--- src/design/arrg_pkg.sv ---
`default_nettype none
// ----------------------------------------------------------------------------
// arrg_pkg
// Shared types and constants of the acknowledge/retry rule gate.
// ----------------------------------------------------------------------------
package arrg_pkg;

   localparam int QueueDepth      = 16;
   localparam int MaxRules        = 16;
   localparam int AckTimeoutTicks = 4;
   localparam int MaxRetries      = 3;
   localparam int OutLimit        = 16;
   localparam int SlotBits        = $clog2(QueueDepth);
   localparam int CntBits         = $clog2(QueueDepth + 1);
   localparam int RuleBits        = 4;

   localparam logic [1:0] OP_EVENT = 2'd0;
   localparam logic [1:0] OP_ACK   = 2'd1;
   localparam logic [1:0] OP_TICK  = 2'd2;
   localparam logic [1:0] OP_NONE  = 2'd3;

   localparam logic [1:0] KIND_SEND  = 2'd0;
   localparam logic [1:0] KIND_ABORT = 2'd1;
   localparam logic [1:0] KIND_ACK   = 2'd2;

   localparam logic [1:0] CSR_RULE_COUNT = 2'd0;
   localparam logic [1:0] CSR_DISABLED   = 2'd1;
   localparam logic [1:0] CSR_LIMITS_LO  = 2'd2;
   localparam logic [1:0] CSR_LIMITS_HI  = 2'd3;

   typedef struct packed {
      logic [1:0]  operation;
      logic [7:0]  rule_id;
      logic [15:0] item_id;
   } req_type;

   typedef struct packed {
      logic [1:0]  kind;
      logic [15:0] evt_id;
      logic [7:0]  rule_num;
      logic [3:0]  try_count;
      logic        last;
   } rsp_type;

   typedef enum logic [2:0] {
      ST_IDLE,
      ST_EVENT,
      ST_SCAN,
      ST_SHIFT
   } state_type;

   // controller -> datapath
   typedef struct packed {
      logic load;      // capture request
      logic do_event;  // gate and enqueue an event
      logic tick;      // advance time
      logic scan_step; // process entry at scan index
      logic shift_step;// move one entry down over the removed one
      logic emit_take; // result taken by output register
   } ctl_type;

   // datapath -> controller
   typedef struct packed {
      logic       op_event;
      logic       op_ack;
      logic       op_tick;
      logic       scan_done;  // index at fill, limit reached, ack matched or no scan
      logic       scan_hit;   // current entry produces a result
      logic       scan_remove;// and it is removed
      logic       shift_done;
      logic       event_emit; // event produced a result
   } sts_type;

endpackage
`default_nettype wire

--- src/design/arrg_ctrl.sv ---
`default_nettype none
// ----------------------------------------------------------------------------
// arrg_ctrl
// Sequencer: one request at a time, slot by slot scan, shift on removal.
// ----------------------------------------------------------------------------
module arrg_ctrl (
   input  wire logic              clock,
   input  wire logic              reset,
   input  wire logic              req_valid,
   output logic                   req_stall,
   input  wire logic              out_busy,
   input  wire arrg_pkg::sts_type sts,
   output arrg_pkg::ctl_type      ctl
);

   arrg_pkg::state_type state_ff, state_in;

   always_ff @(posedge clock) begin
      if (reset) begin
         state_ff <= arrg_pkg::ST_IDLE;
      end else begin
         state_ff <= state_in;
      end
   end

   always_comb begin
      state_in = state_ff;
      case (state_ff)
         arrg_pkg::ST_IDLE: begin
            if (req_valid) state_in = arrg_pkg::ST_EVENT;
         end
         arrg_pkg::ST_EVENT: begin
            if (sts.op_event) begin
               if (!sts.event_emit) state_in = arrg_pkg::ST_IDLE;
               else if (!out_busy) state_in = arrg_pkg::ST_IDLE;
            end else begin
               state_in = arrg_pkg::ST_SCAN;
            end
         end
         arrg_pkg::ST_SCAN: begin
            if (sts.scan_done) state_in = arrg_pkg::ST_IDLE;
            else if (sts.scan_hit && !out_busy) begin
               state_in = sts.scan_remove ? arrg_pkg::ST_SHIFT : arrg_pkg::ST_SCAN;
            end
         end
         arrg_pkg::ST_SHIFT: begin
            if (sts.shift_done) state_in = sts.op_ack ? arrg_pkg::ST_IDLE
                                                      : arrg_pkg::ST_SCAN;
         end
         default: state_in = arrg_pkg::ST_IDLE;
      endcase
   end

   always_comb begin
      ctl       = '0;
      req_stall = 1'b1;
      case (state_ff)
         arrg_pkg::ST_IDLE: begin
            req_stall = 1'b0;
            ctl.load  = req_valid;
         end
         arrg_pkg::ST_EVENT: begin
            if (sts.op_event) begin
               ctl.do_event  = !sts.event_emit || !out_busy;
               ctl.emit_take = sts.event_emit && !out_busy;
            end else begin
               ctl.tick = sts.op_tick;
            end
         end
         arrg_pkg::ST_SCAN: begin
            if (!sts.scan_done) begin
               ctl.scan_step = !sts.scan_hit || !out_busy;
               ctl.emit_take = sts.scan_hit && !out_busy;
            end
         end
         arrg_pkg::ST_SHIFT: ctl.shift_step = 1'b1;
         default: ;
      endcase
   end

endmodule
`default_nettype wire

--- src/design/arrg_dp.sv ---
`default_nettype none
// ----------------------------------------------------------------------------
// arrg_dp
// Datapath: rule table, time, slot queue and result formation.
// ----------------------------------------------------------------------------
module arrg_dp (
   input  wire logic              clock,
   input  wire logic              reset,
   input  wire arrg_pkg::req_type req_data,
   input  wire logic              csr_write,
   input  wire logic [1:0]        csr_index,
   input  wire logic [63:0]       csr_data,
   input  wire arrg_pkg::ctl_type ctl,
   output arrg_pkg::sts_type      sts,
   output arrg_pkg::rsp_type      res
);

   localparam int SB = arrg_pkg::SlotBits;
   localparam int CB = arrg_pkg::CntBits;
   localparam int RB = arrg_pkg::RuleBits;

   logic [4:0]  rule_count_ff;
   logic [15:0] disabled_ff;
   logic [63:0] lim_lo_ff, lim_hi_ff;
   logic [31:0] now_ff;
   logic [31:0] fire_time_ff [arrg_pkg::MaxRules];
   logic [arrg_pkg::MaxRules-1:0] fired_ff;
   logic [15:0] next_id_ff;
   arrg_pkg::req_type req_ff;

   logic [15:0] s_id_ff   [arrg_pkg::QueueDepth];
   logic [RB-1:0] s_rule_ff [arrg_pkg::QueueDepth];
   logic [3:0]  s_tries_ff [arrg_pkg::QueueDepth];
   logic [31:0] s_time_ff  [arrg_pkg::QueueDepth];
   logic [CB-1:0] fill_ff;
   logic [CB-1:0] idx_ff;
   logic [CB-1:0] outs_ff;
   logic          matched_ff;
   // after a shift the scan resumes at the removed slot
   logic [CB-1:0] resume_ff;

   // event gating
   logic [RB-1:0] rid;
   logic [7:0]    lim;
   logic [4:0]    eff;
   logic          known, blocked, full;
   logic [31:0]   since;
   always_comb begin
      rid   = req_ff.rule_id[RB-1:0];
      eff   = (rule_count_ff > 5'(arrg_pkg::MaxRules)) ? 5'(arrg_pkg::MaxRules)
                                                       : rule_count_ff;
      known = {1'b0, req_ff.rule_id} < {4'd0, eff};
      lim   = rid[3] ? lim_hi_ff[{rid[2:0], 3'b000} +: 8] : lim_lo_ff[{rid[2:0], 3'b000} +: 8];
      since = now_ff - fire_time_ff[rid];
      full  = fill_ff >= CB'(arrg_pkg::QueueDepth);
      blocked = disabled_ff[rid] || (lim != 8'd0 && fired_ff[rid] && since < {24'd0, lim})
                || full;
   end

   // scan of the current slot
   logic [SB-1:0] ix;
   logic          in_range, timed_out, hit, remove, limit_hit, ack_match;
   logic [31:0]   age;
   always_comb begin
      ix        = idx_ff[SB-1:0];
      in_range  = idx_ff < fill_ff;
      age       = now_ff - s_time_ff[ix];
      timed_out = age >= 32'(arrg_pkg::AckTimeoutTicks);
      ack_match = s_id_ff[ix] == req_ff.item_id;
      limit_hit = outs_ff >= CB'(arrg_pkg::OutLimit);
      if (req_ff.operation == arrg_pkg::OP_ACK) begin
         hit    = in_range && ack_match;
         remove = hit;
      end else begin
         hit    = in_range && timed_out;
         remove = s_tries_ff[ix] > 4'(arrg_pkg::MaxRetries);
      end
   end

   always_comb begin
      sts.op_event    = req_ff.operation == arrg_pkg::OP_EVENT;
      sts.op_ack      = req_ff.operation == arrg_pkg::OP_ACK;
      sts.op_tick     = req_ff.operation == arrg_pkg::OP_TICK;
      sts.scan_done   = !in_range || limit_hit || matched_ff
                        || !(sts.op_ack || sts.op_tick);
      sts.scan_hit    = hit;
      sts.scan_remove = remove;
      sts.shift_done  = idx_ff + CB'(1) >= fill_ff;
      sts.event_emit  = known;
   end

   // result formed combinationally; last decided from remaining work
   logic more;
   always_comb begin
      res  = '0;
      more = 1'b0;
      if (sts.op_event) begin
         res.kind      = blocked ? arrg_pkg::KIND_ABORT : arrg_pkg::KIND_SEND;
         res.evt_id    = blocked ? req_ff.item_id : next_id_ff;
         res.rule_num  = req_ff.rule_id;
         res.try_count = blocked ? 4'd0 : 4'd1;
         res.last      = 1'b1;
      end else begin
         res.kind      = sts.op_ack ? arrg_pkg::KIND_ACK
                       : (remove ? arrg_pkg::KIND_ABORT : arrg_pkg::KIND_SEND);
         res.evt_id    = s_id_ff[ix];
         res.rule_num  = {{(8-RB){1'b0}}, s_rule_ff[ix]};
         res.try_count = (sts.op_tick && !remove) ? s_tries_ff[ix] + 4'd1 : s_tries_ff[ix];
         // any further timed-out entry after this one?
         for (int j = 0; j < arrg_pkg::QueueDepth; j++) begin
            if (CB'(j) > idx_ff && CB'(j) < fill_ff
                && (now_ff - s_time_ff[j]) >= 32'(arrg_pkg::AckTimeoutTicks))
               more = 1'b1;
         end
         res.last = sts.op_ack || !more || (outs_ff + CB'(1) >= CB'(arrg_pkg::OutLimit));
      end
   end

   always_ff @(posedge clock) begin
      if (reset) begin
         rule_count_ff <= '0;
         disabled_ff   <= '0;
         lim_lo_ff     <= '0;
         lim_hi_ff     <= '0;
         now_ff        <= '0;
         fired_ff      <= '0;
         next_id_ff    <= '0;
         fill_ff       <= '0;
         idx_ff        <= '0;
         outs_ff       <= '0;
         matched_ff    <= 1'b0;
         resume_ff     <= '0;
         for (int r = 0; r < arrg_pkg::MaxRules; r++) fire_time_ff[r] <= '0;
      end else begin
         if (csr_write) begin
            case (csr_index)
               arrg_pkg::CSR_RULE_COUNT: rule_count_ff <= csr_data[4:0];
               arrg_pkg::CSR_DISABLED:   disabled_ff   <= csr_data[15:0];
               arrg_pkg::CSR_LIMITS_LO:  lim_lo_ff     <= csr_data;
               arrg_pkg::CSR_LIMITS_HI:  lim_hi_ff     <= csr_data;
               default: ;
            endcase
         end
         if (ctl.load) begin
            req_ff     <= req_data;
            idx_ff     <= '0;
            outs_ff    <= '0;
            matched_ff <= 1'b0;
         end
         if (ctl.tick) now_ff <= now_ff + 32'd1;
         if (ctl.do_event && known && !blocked) begin
            s_id_ff[fill_ff[SB-1:0]]    <= next_id_ff;
            s_rule_ff[fill_ff[SB-1:0]]  <= rid;
            s_tries_ff[fill_ff[SB-1:0]] <= 4'd1;
            s_time_ff[fill_ff[SB-1:0]]  <= now_ff;
            fire_time_ff[rid]           <= now_ff;
            fired_ff[rid]               <= 1'b1;
            next_id_ff                  <= next_id_ff + 16'd1;
            fill_ff                     <= fill_ff + CB'(1);
         end
         if (ctl.scan_step) begin
            if (hit) outs_ff <= outs_ff + CB'(1);
            if (hit && sts.op_ack) matched_ff <= 1'b1;
            if (hit && sts.op_tick && !remove) begin
               s_tries_ff[ix] <= s_tries_ff[ix] + 4'd1;
               s_time_ff[ix]  <= now_ff;
               fire_time_ff[s_rule_ff[ix]] <= now_ff;
               fired_ff[s_rule_ff[ix]]     <= 1'b1;
            end
            if (hit && remove) resume_ff <= idx_ff;
            if (!(hit && remove)) idx_ff <= idx_ff + CB'(1);
         end
         if (ctl.shift_step) begin
            if (sts.shift_done) begin
               fill_ff <= fill_ff - CB'(1);
               idx_ff  <= resume_ff;
            end else begin
               s_id_ff[ix]    <= s_id_ff[ix + SB'(1)];
               s_rule_ff[ix]  <= s_rule_ff[ix + SB'(1)];
               s_tries_ff[ix] <= s_tries_ff[ix + SB'(1)];
               s_time_ff[ix]  <= s_time_ff[ix + SB'(1)];
               idx_ff         <= idx_ff + CB'(1);
            end
         end
      end
   end

`ifndef SYNTHESIS
   a_fill_bound: assert property (@(posedge clock) disable iff (reset)
      fill_ff <= CB'(arrg_pkg::QueueDepth)) else $error("fill over depth");
   a_one_op: assert property (@(posedge clock) disable iff (reset)
      $onehot0({ctl.do_event, ctl.scan_step, ctl.shift_step, ctl.tick}))
      else $error("overlapping commands");
   a_tick_time: assert property (@(posedge clock) disable iff (reset)
      ctl.tick |=> now_ff == $past(now_ff) + 32'd1) else $error("time step");
`endif

endmodule
`default_nettype wire

--- src/design/ack_retry_rule_gate_core.sv ---
`default_nettype none
// Timing: a request is captured in the request register; an event for a known rule then
//   has its result registered in the output register, while ack and tick scan one queue
//   slot a cycle, unless the result side stalls or a removal shifts the queue.
// Throughput: one request at a time; each removal shifts the later entries down slot by
//   slot, and a stalled result side holds the request.
// Reset: synchronous, active high; clears time, rule history, queue fill and ids.
// ----------------------------------------------------------------------------
// ack_retry_rule_gate_core
// Rule event gate with acknowledge tracking and timed retry.
// ----------------------------------------------------------------------------
module ack_retry_rule_gate_core (
   input  wire logic              clock,
   input  wire logic              reset,
   input  wire logic              req_valid,
   output logic                   req_stall,
   input  wire arrg_pkg::req_type req_data,
   output logic                   rsp_valid,
   input  wire logic              rsp_stall,
   output arrg_pkg::rsp_type      rsp_data,
   input  wire logic              csr_write,
   input  wire logic [1:0]        csr_index,
   input  wire logic [63:0]       csr_data
);

   arrg_pkg::ctl_type ctl;
   arrg_pkg::sts_type sts;
   arrg_pkg::rsp_type res;
   logic              out_busy;

   // output register: holds a result until taken
   logic              rsp_valid_ff;
   arrg_pkg::rsp_type rsp_data_ff;

   assign out_busy = rsp_valid_ff && rsp_stall;

   always_ff @(posedge clock) begin
      if (reset) begin
         rsp_valid_ff <= 1'b0;
      end else if (ctl.emit_take) begin
         rsp_valid_ff <= 1'b1;
      end else if (!rsp_stall) begin
         rsp_valid_ff <= 1'b0;
      end
   end

   always_ff @(posedge clock) begin
      if (ctl.emit_take) rsp_data_ff <= res;
   end

   assign rsp_valid = rsp_valid_ff;
   assign rsp_data  = rsp_data_ff;

   arrg_ctrl u_ctrl (
      .clock    (clock),
      .reset    (reset),
      .req_valid(req_valid),
      .req_stall(req_stall),
      .out_busy (out_busy),
      .sts      (sts),
      .ctl      (ctl)
   );

   arrg_dp u_dp (
      .clock    (clock),
      .reset    (reset),
      .req_data (req_data),
      .csr_write(csr_write),
      .csr_index(csr_index),
      .csr_data (csr_data),
      .ctl      (ctl),
      .sts      (sts),
      .res      (res)
   );

endmodule
`default_nettype wire
--- config.mk ---
export PLATFORM = sky130hd
export DESIGN_NAME = ack_retry_rule_gate_core
export DESIGN_NICKNAME = d
export VERILOG_FILES = /design/src/design/arrg_pkg.sv /design/src/design/arrg_ctrl.sv /design/src/design/arrg_dp.sv /design/src/design/ack_retry_rule_gate_core.sv
export SDC_FILE = /design/constraint.sdc
export NUM_CORES = 2
export LEC_CHECK = 0
export CAP_MARGIN = 20
export CORE_UTILIZATION = 40
export DETAILED_ROUTE_END_ITERATION = 8
export DONT_BUFFER_PORTS = 1
export GPL_ROUTABILITY_DRIVEN = 0
export PLACE_DENSITY = 0.57
export RECOVER_POWER = 100
export SKIP_LAST_GASP = 1
export SLEW_MARGIN = 10
export SYNTH_ARGS = -nofsm -noshare
export SYNTH_HDL_FRONTEND = slang
export SYNTH_SLANG_ARGS = --single-unit
--- constraint.sdc ---
create_clock -name clock -period 10.8 [get_ports clock]
set_input_delay 0.54 -clock clock [delete_from_list [all_inputs] [get_ports clock]]
set_output_delay 0.54 -clock clock [all_outputs]
set_load 0.03 [all_outputs]
==> results by group <==
Floorplanning
  – I/O pin cnt: 130
  – Die Span Y: 533 µm
  – Die area: between 200,000 and 300,000 µm²
  – Initial Util: 0.403
  – Core ar.: 280,000 µm²
  – Die X: 533 µm
  – Rows: 194

STA
  – Max-slew violations: between 900 and 1,000
  – Hold slack: 0.0640 ns
  – Final setup vio count: 0
  – Period utilisation layout: 0.904
  – RSZ-0062 raised after global routing: false
  – Setup TNS: 0 ns
  – Fmax: 102 MHz
  – Final worst clock skew: 0.0516 ns
  – Worst slew margin: -5.46
  – Minimum clock period: 9.76 ns
  – Final hold vios: 0
  – Least-Margin Pin Slew: 9.69 ns

CTS
  – Cts repair resizes: 0
  – H-tree levels: 4
  – Reg clk slew, reported paths: 0.06 ns
  – Worst skew pair latency: 0.88 ns
  – Clock Path Buffers: 3
  – Clock sinks: 1,706
  – Root buffer cell: clkbuf_16
  – Post-CTS Repair Setup Buffers: 0
  – TritonCTS clock tree: yes
  – CTS buffer count: about 170

Power and ir drop
  – Leakage: ~45 nW
  – Pwr Density: 137 nW/µm²
  – Worst vdd ir: approximately 0.16 mV

Cells and area
  – Area added between synthesis and finish: 9.99%
  – Ratio of cells with drive above 1 in the final layout: 0.132
  – Filler instances: 25,800
  – Utilization after layout: 0.443
  – Nets: 11,100
  – Most common cell after layout, fill and taps aside: edfxtp_1
  – Most frequent cells in the layout: 1,465 x edfxtp_1, 1,045 x nor2_1, 1,036 x nand2_1, 780 x inv_1, 744 x mux4_2

Critical path
  – Worst endpoint required time: between 10 and 15 ns
  – CP cell instances: clkdlybuf4s25_1 > a311oi_1
  – Worst path buffer plus inverter count: 1
  – Max FO, Critical Path: 221
  – Critical Path AT: 9.70 ns
  – Crit path kind: primary input to flop
  – Crit path largest cell delay: 6.78 ns
  – Family with the most delay on the worst path: buffers and inverters
  – Kind of start point of the critical path: primary input
  – Slowest stage cell, crit path: clkdlybuf4s25_1
  – Critical path endpoint category: flop

Yosys
  – Seq/Total Area, Yosys: 0.433
  – Library cells used by synthesis: between 100 and 150
  – Post-Synth XOR/XNOR Area: 0.0224
  – Flops & latches, synth: 1,706
  – Synth Net Count: approximately 11,000
  – Avg Inst Size Synth: 10.8 µm²
  – Most common flop cell mapped by yosys: edfxtp_1
  – Async set-reset flop share out of synthesis: 0
  – Largest family of logic cells by synthesized area: multiplexers
  – Syn. warnings: 0
  – Synth Instances: between 10,000 and 15,000
  – Synthesized cell area: 113,000 µm²
  – Synthesized-area fraction occupied by and/or/nand/nor cells: 0.134
  – Synth Area in Adders: 0.0693
  – Compound-Gate Fraction of Synth Area: 0.132
  – Post-synth EDFFs: 1,465
  – Post-synthesis mux area share: 0.163

GRT
  – Met1 Usage GRT: 0.394
  – GRT Util Overall: 0.311
  – Met2 Use GR: 0.462
  – Initial antenna violation count: 37
  – First-pass GRT wire length: 640 mm
  – Met3 Use GR: 0.0863
  – Busiest metal layer after global routing: met2
  – Largest net degree at the start of global routing: approximately 220
  – Vias in the first global route: 89,000
  – Remaining global-route overflow: 0

Route
  – Post-route ant nets: 0
  – # DRC: 0
  – DR WL/cell: 31.8 µm
  – Initial DRC Count: 13,900
  – Vias/cell: 6.60
  – Drt total wl: 454 mm
  – Vias: 94,100
  – Pre-antenna DRT Iters: 9

Placement
  – PortBufs: 0
  – Hpwl dp: 330 mm

Outcome
  – Failing checks: capacitance limit, slew limit
  – Outcome: finished with violations

Run
  – Max-Cap Viols: 20

Min path
  – Hold Path Class: primary input to flop
-- through the flow --
| step | std cells | power (mW) | setup WS (ns) | area, µm² |
|---|---|---|---|---|
| 2_1_floorplan | 10400 | 9.76 | 0.684 | 113000 |
| 3_3_place_gp | 13800 | 10.7 | 2.62 | 117000 |
| 3_5_place_dp | 13800 | 10.8 | 2.52 | 117000 |
| 4_1_cts | 14200 | 17.0 | 2.44 | 124000 |
| 5_1_grt | 14200 | 17.5 | 0.976 | 124000 |
| 6_report | 14300 | 17.0 | 1.04 | 124000 |
-- worst min-delay path: cells and delay by family --
family / cells / cell delay [ns]
AO/OA/AOI/OAI: 3 / 0.33
-- final timing paths --
kind                                                           endpoint                       startpoint  slack, ns  depth (start not counted)
worst max register to register  u_dp.fire_time_ff[12][19]$_SDFFCE_PN0P_        u_dp.idx_ff[1]$_SDFF_PP0_       1.36                         22
worst min register to register          u_dp.lim_hi_ff[25]$_SDFFE_PP0P_  u_dp.lim_hi_ff[25]$_SDFFE_PP0P_       0.45                          2
worst min-delay path                    u_ctrl.state_ff[1]$_SDFFE_PP0P_                        rsp_stall       0.06                          3
worst max-delay path                          u_dp.idx_ff[1]$_SDFF_PP0_                            reset       1.04                          2
-- metal layers --
| metal | vias up | wire length [µm] |
|---|---|---|
| li1 | 39400 | - |
| met1 | 46700 | 166000 |
| met2 | 6730 | 194000 |
| met3 | 1272 | 56500 |
| met4 | 30 | 36700 |
| met5 | - | 419 |
-- logic make-up (layout without fill, tap and decap cells) --
logic type	count (synthesis)	after routing
and+or+nand+nor	3263	3263
other	0	21
xor gates and xnor gates	287	287
buffers and inverters	1333	1433
adders and majority gates	614	614
DFF	1706	1706
AOI/OAI and AO/OA	2305	2305
muxes	901	901
-- flip-flops by register name (all words and copies together), names as in the netlist, named ones only --
name,flops
u_dp.fired_ff,16
u_dp.rule_count_ff,5
u_dp.s_time_ff,512
u_dp.lim_hi_ff,64
u_dp.s_rule_ff,64
u_dp.idx_ff,5
rsp_data,31
u_dp.resume_ff,5
u_dp.s_id_ff,256
u_dp.lim_lo_ff,64
u_dp.outs_ff,5
u_dp.disabled_ff,16
u_dp.s_tries_ff,64
u_dp.matched_ff,1
u_dp.now_ff,32
rsp_valid,1
u_dp.fill_ff,5
u_dp.next_id_ff,16
u_dp.req_ff,26
u_ctrl.state_ff,2
u_dp.fire_time_ff,512
-- power by group --
part           total (mW)  internal [mW]  leakage, nW  switching [mW]
registers            7.41           7.26         15.8           0.159
clock network        6.28           3.53         2.83            2.75
logic                3.34           1.41         26.1            1.92
total                17.0           12.2         44.7            4.83
-- synth_stat cells (all sizes together) (68+ instances only) --
master / number / area share
o21a: 94 / 0.0063
o21ai: 423 / 0.019
a31oi: 84 / 0.0047
nand3: 187 / 0.0083
nand2: 1038 / 0.035
and3: 68 / 0.0038
a21o: 158 / 0.011
mux4: 744 / 0.15
xnor2: 157 / 0.012
xor2: 130 / 0.010
dfxtp: 241 / 0.043
edfxtp: 1465 / 0.39
a21oi: 758 / 0.034
nand2b: 117 / 0.0065
nor3: 154 / 0.0069
inv: 783 / 0.026
nor4: 93 / 0.0053
buf: 162 / 0.0080
o211ai: 94 / 0.0063
clkbuf: 386 / 0.013
nor2b: 109 / 0.0060
nand4: 146 / 0.0081
a211oi: 84 / 0.0056
ha: 596 / 0.066
nor2: 1050 / 0.035
mux2i: 120 / 0.011
-- final cells by class --
| class | count | area [µm²] | share of cell area |
|---|---|---|---|
| inverters | 785 | 2950 | 0.0238 |
| diodes | 21 | 52.6 | 0.000424 |
| clock buffers | 212 | 4590 | 0.0370 |
| clock inverters | 110 | 1260 | 0.0102 |
| flip-flops and latches | 1706 | 48900 | 0.394 |
| repair buffers | 326 | 2620 | 0.0211 |
| multi-input cells | 7370 | 59000 | 0.476 |
| well taps | 3724 | 4660 | 0.0376 |
-- what timing repair did --
item,4_1_cts,5_1_grt
setup endpoints to repair,0,0
endpoints found under the hold margin,257,0
hold buffers,98,0
Power figures use the tool's default switching activity.
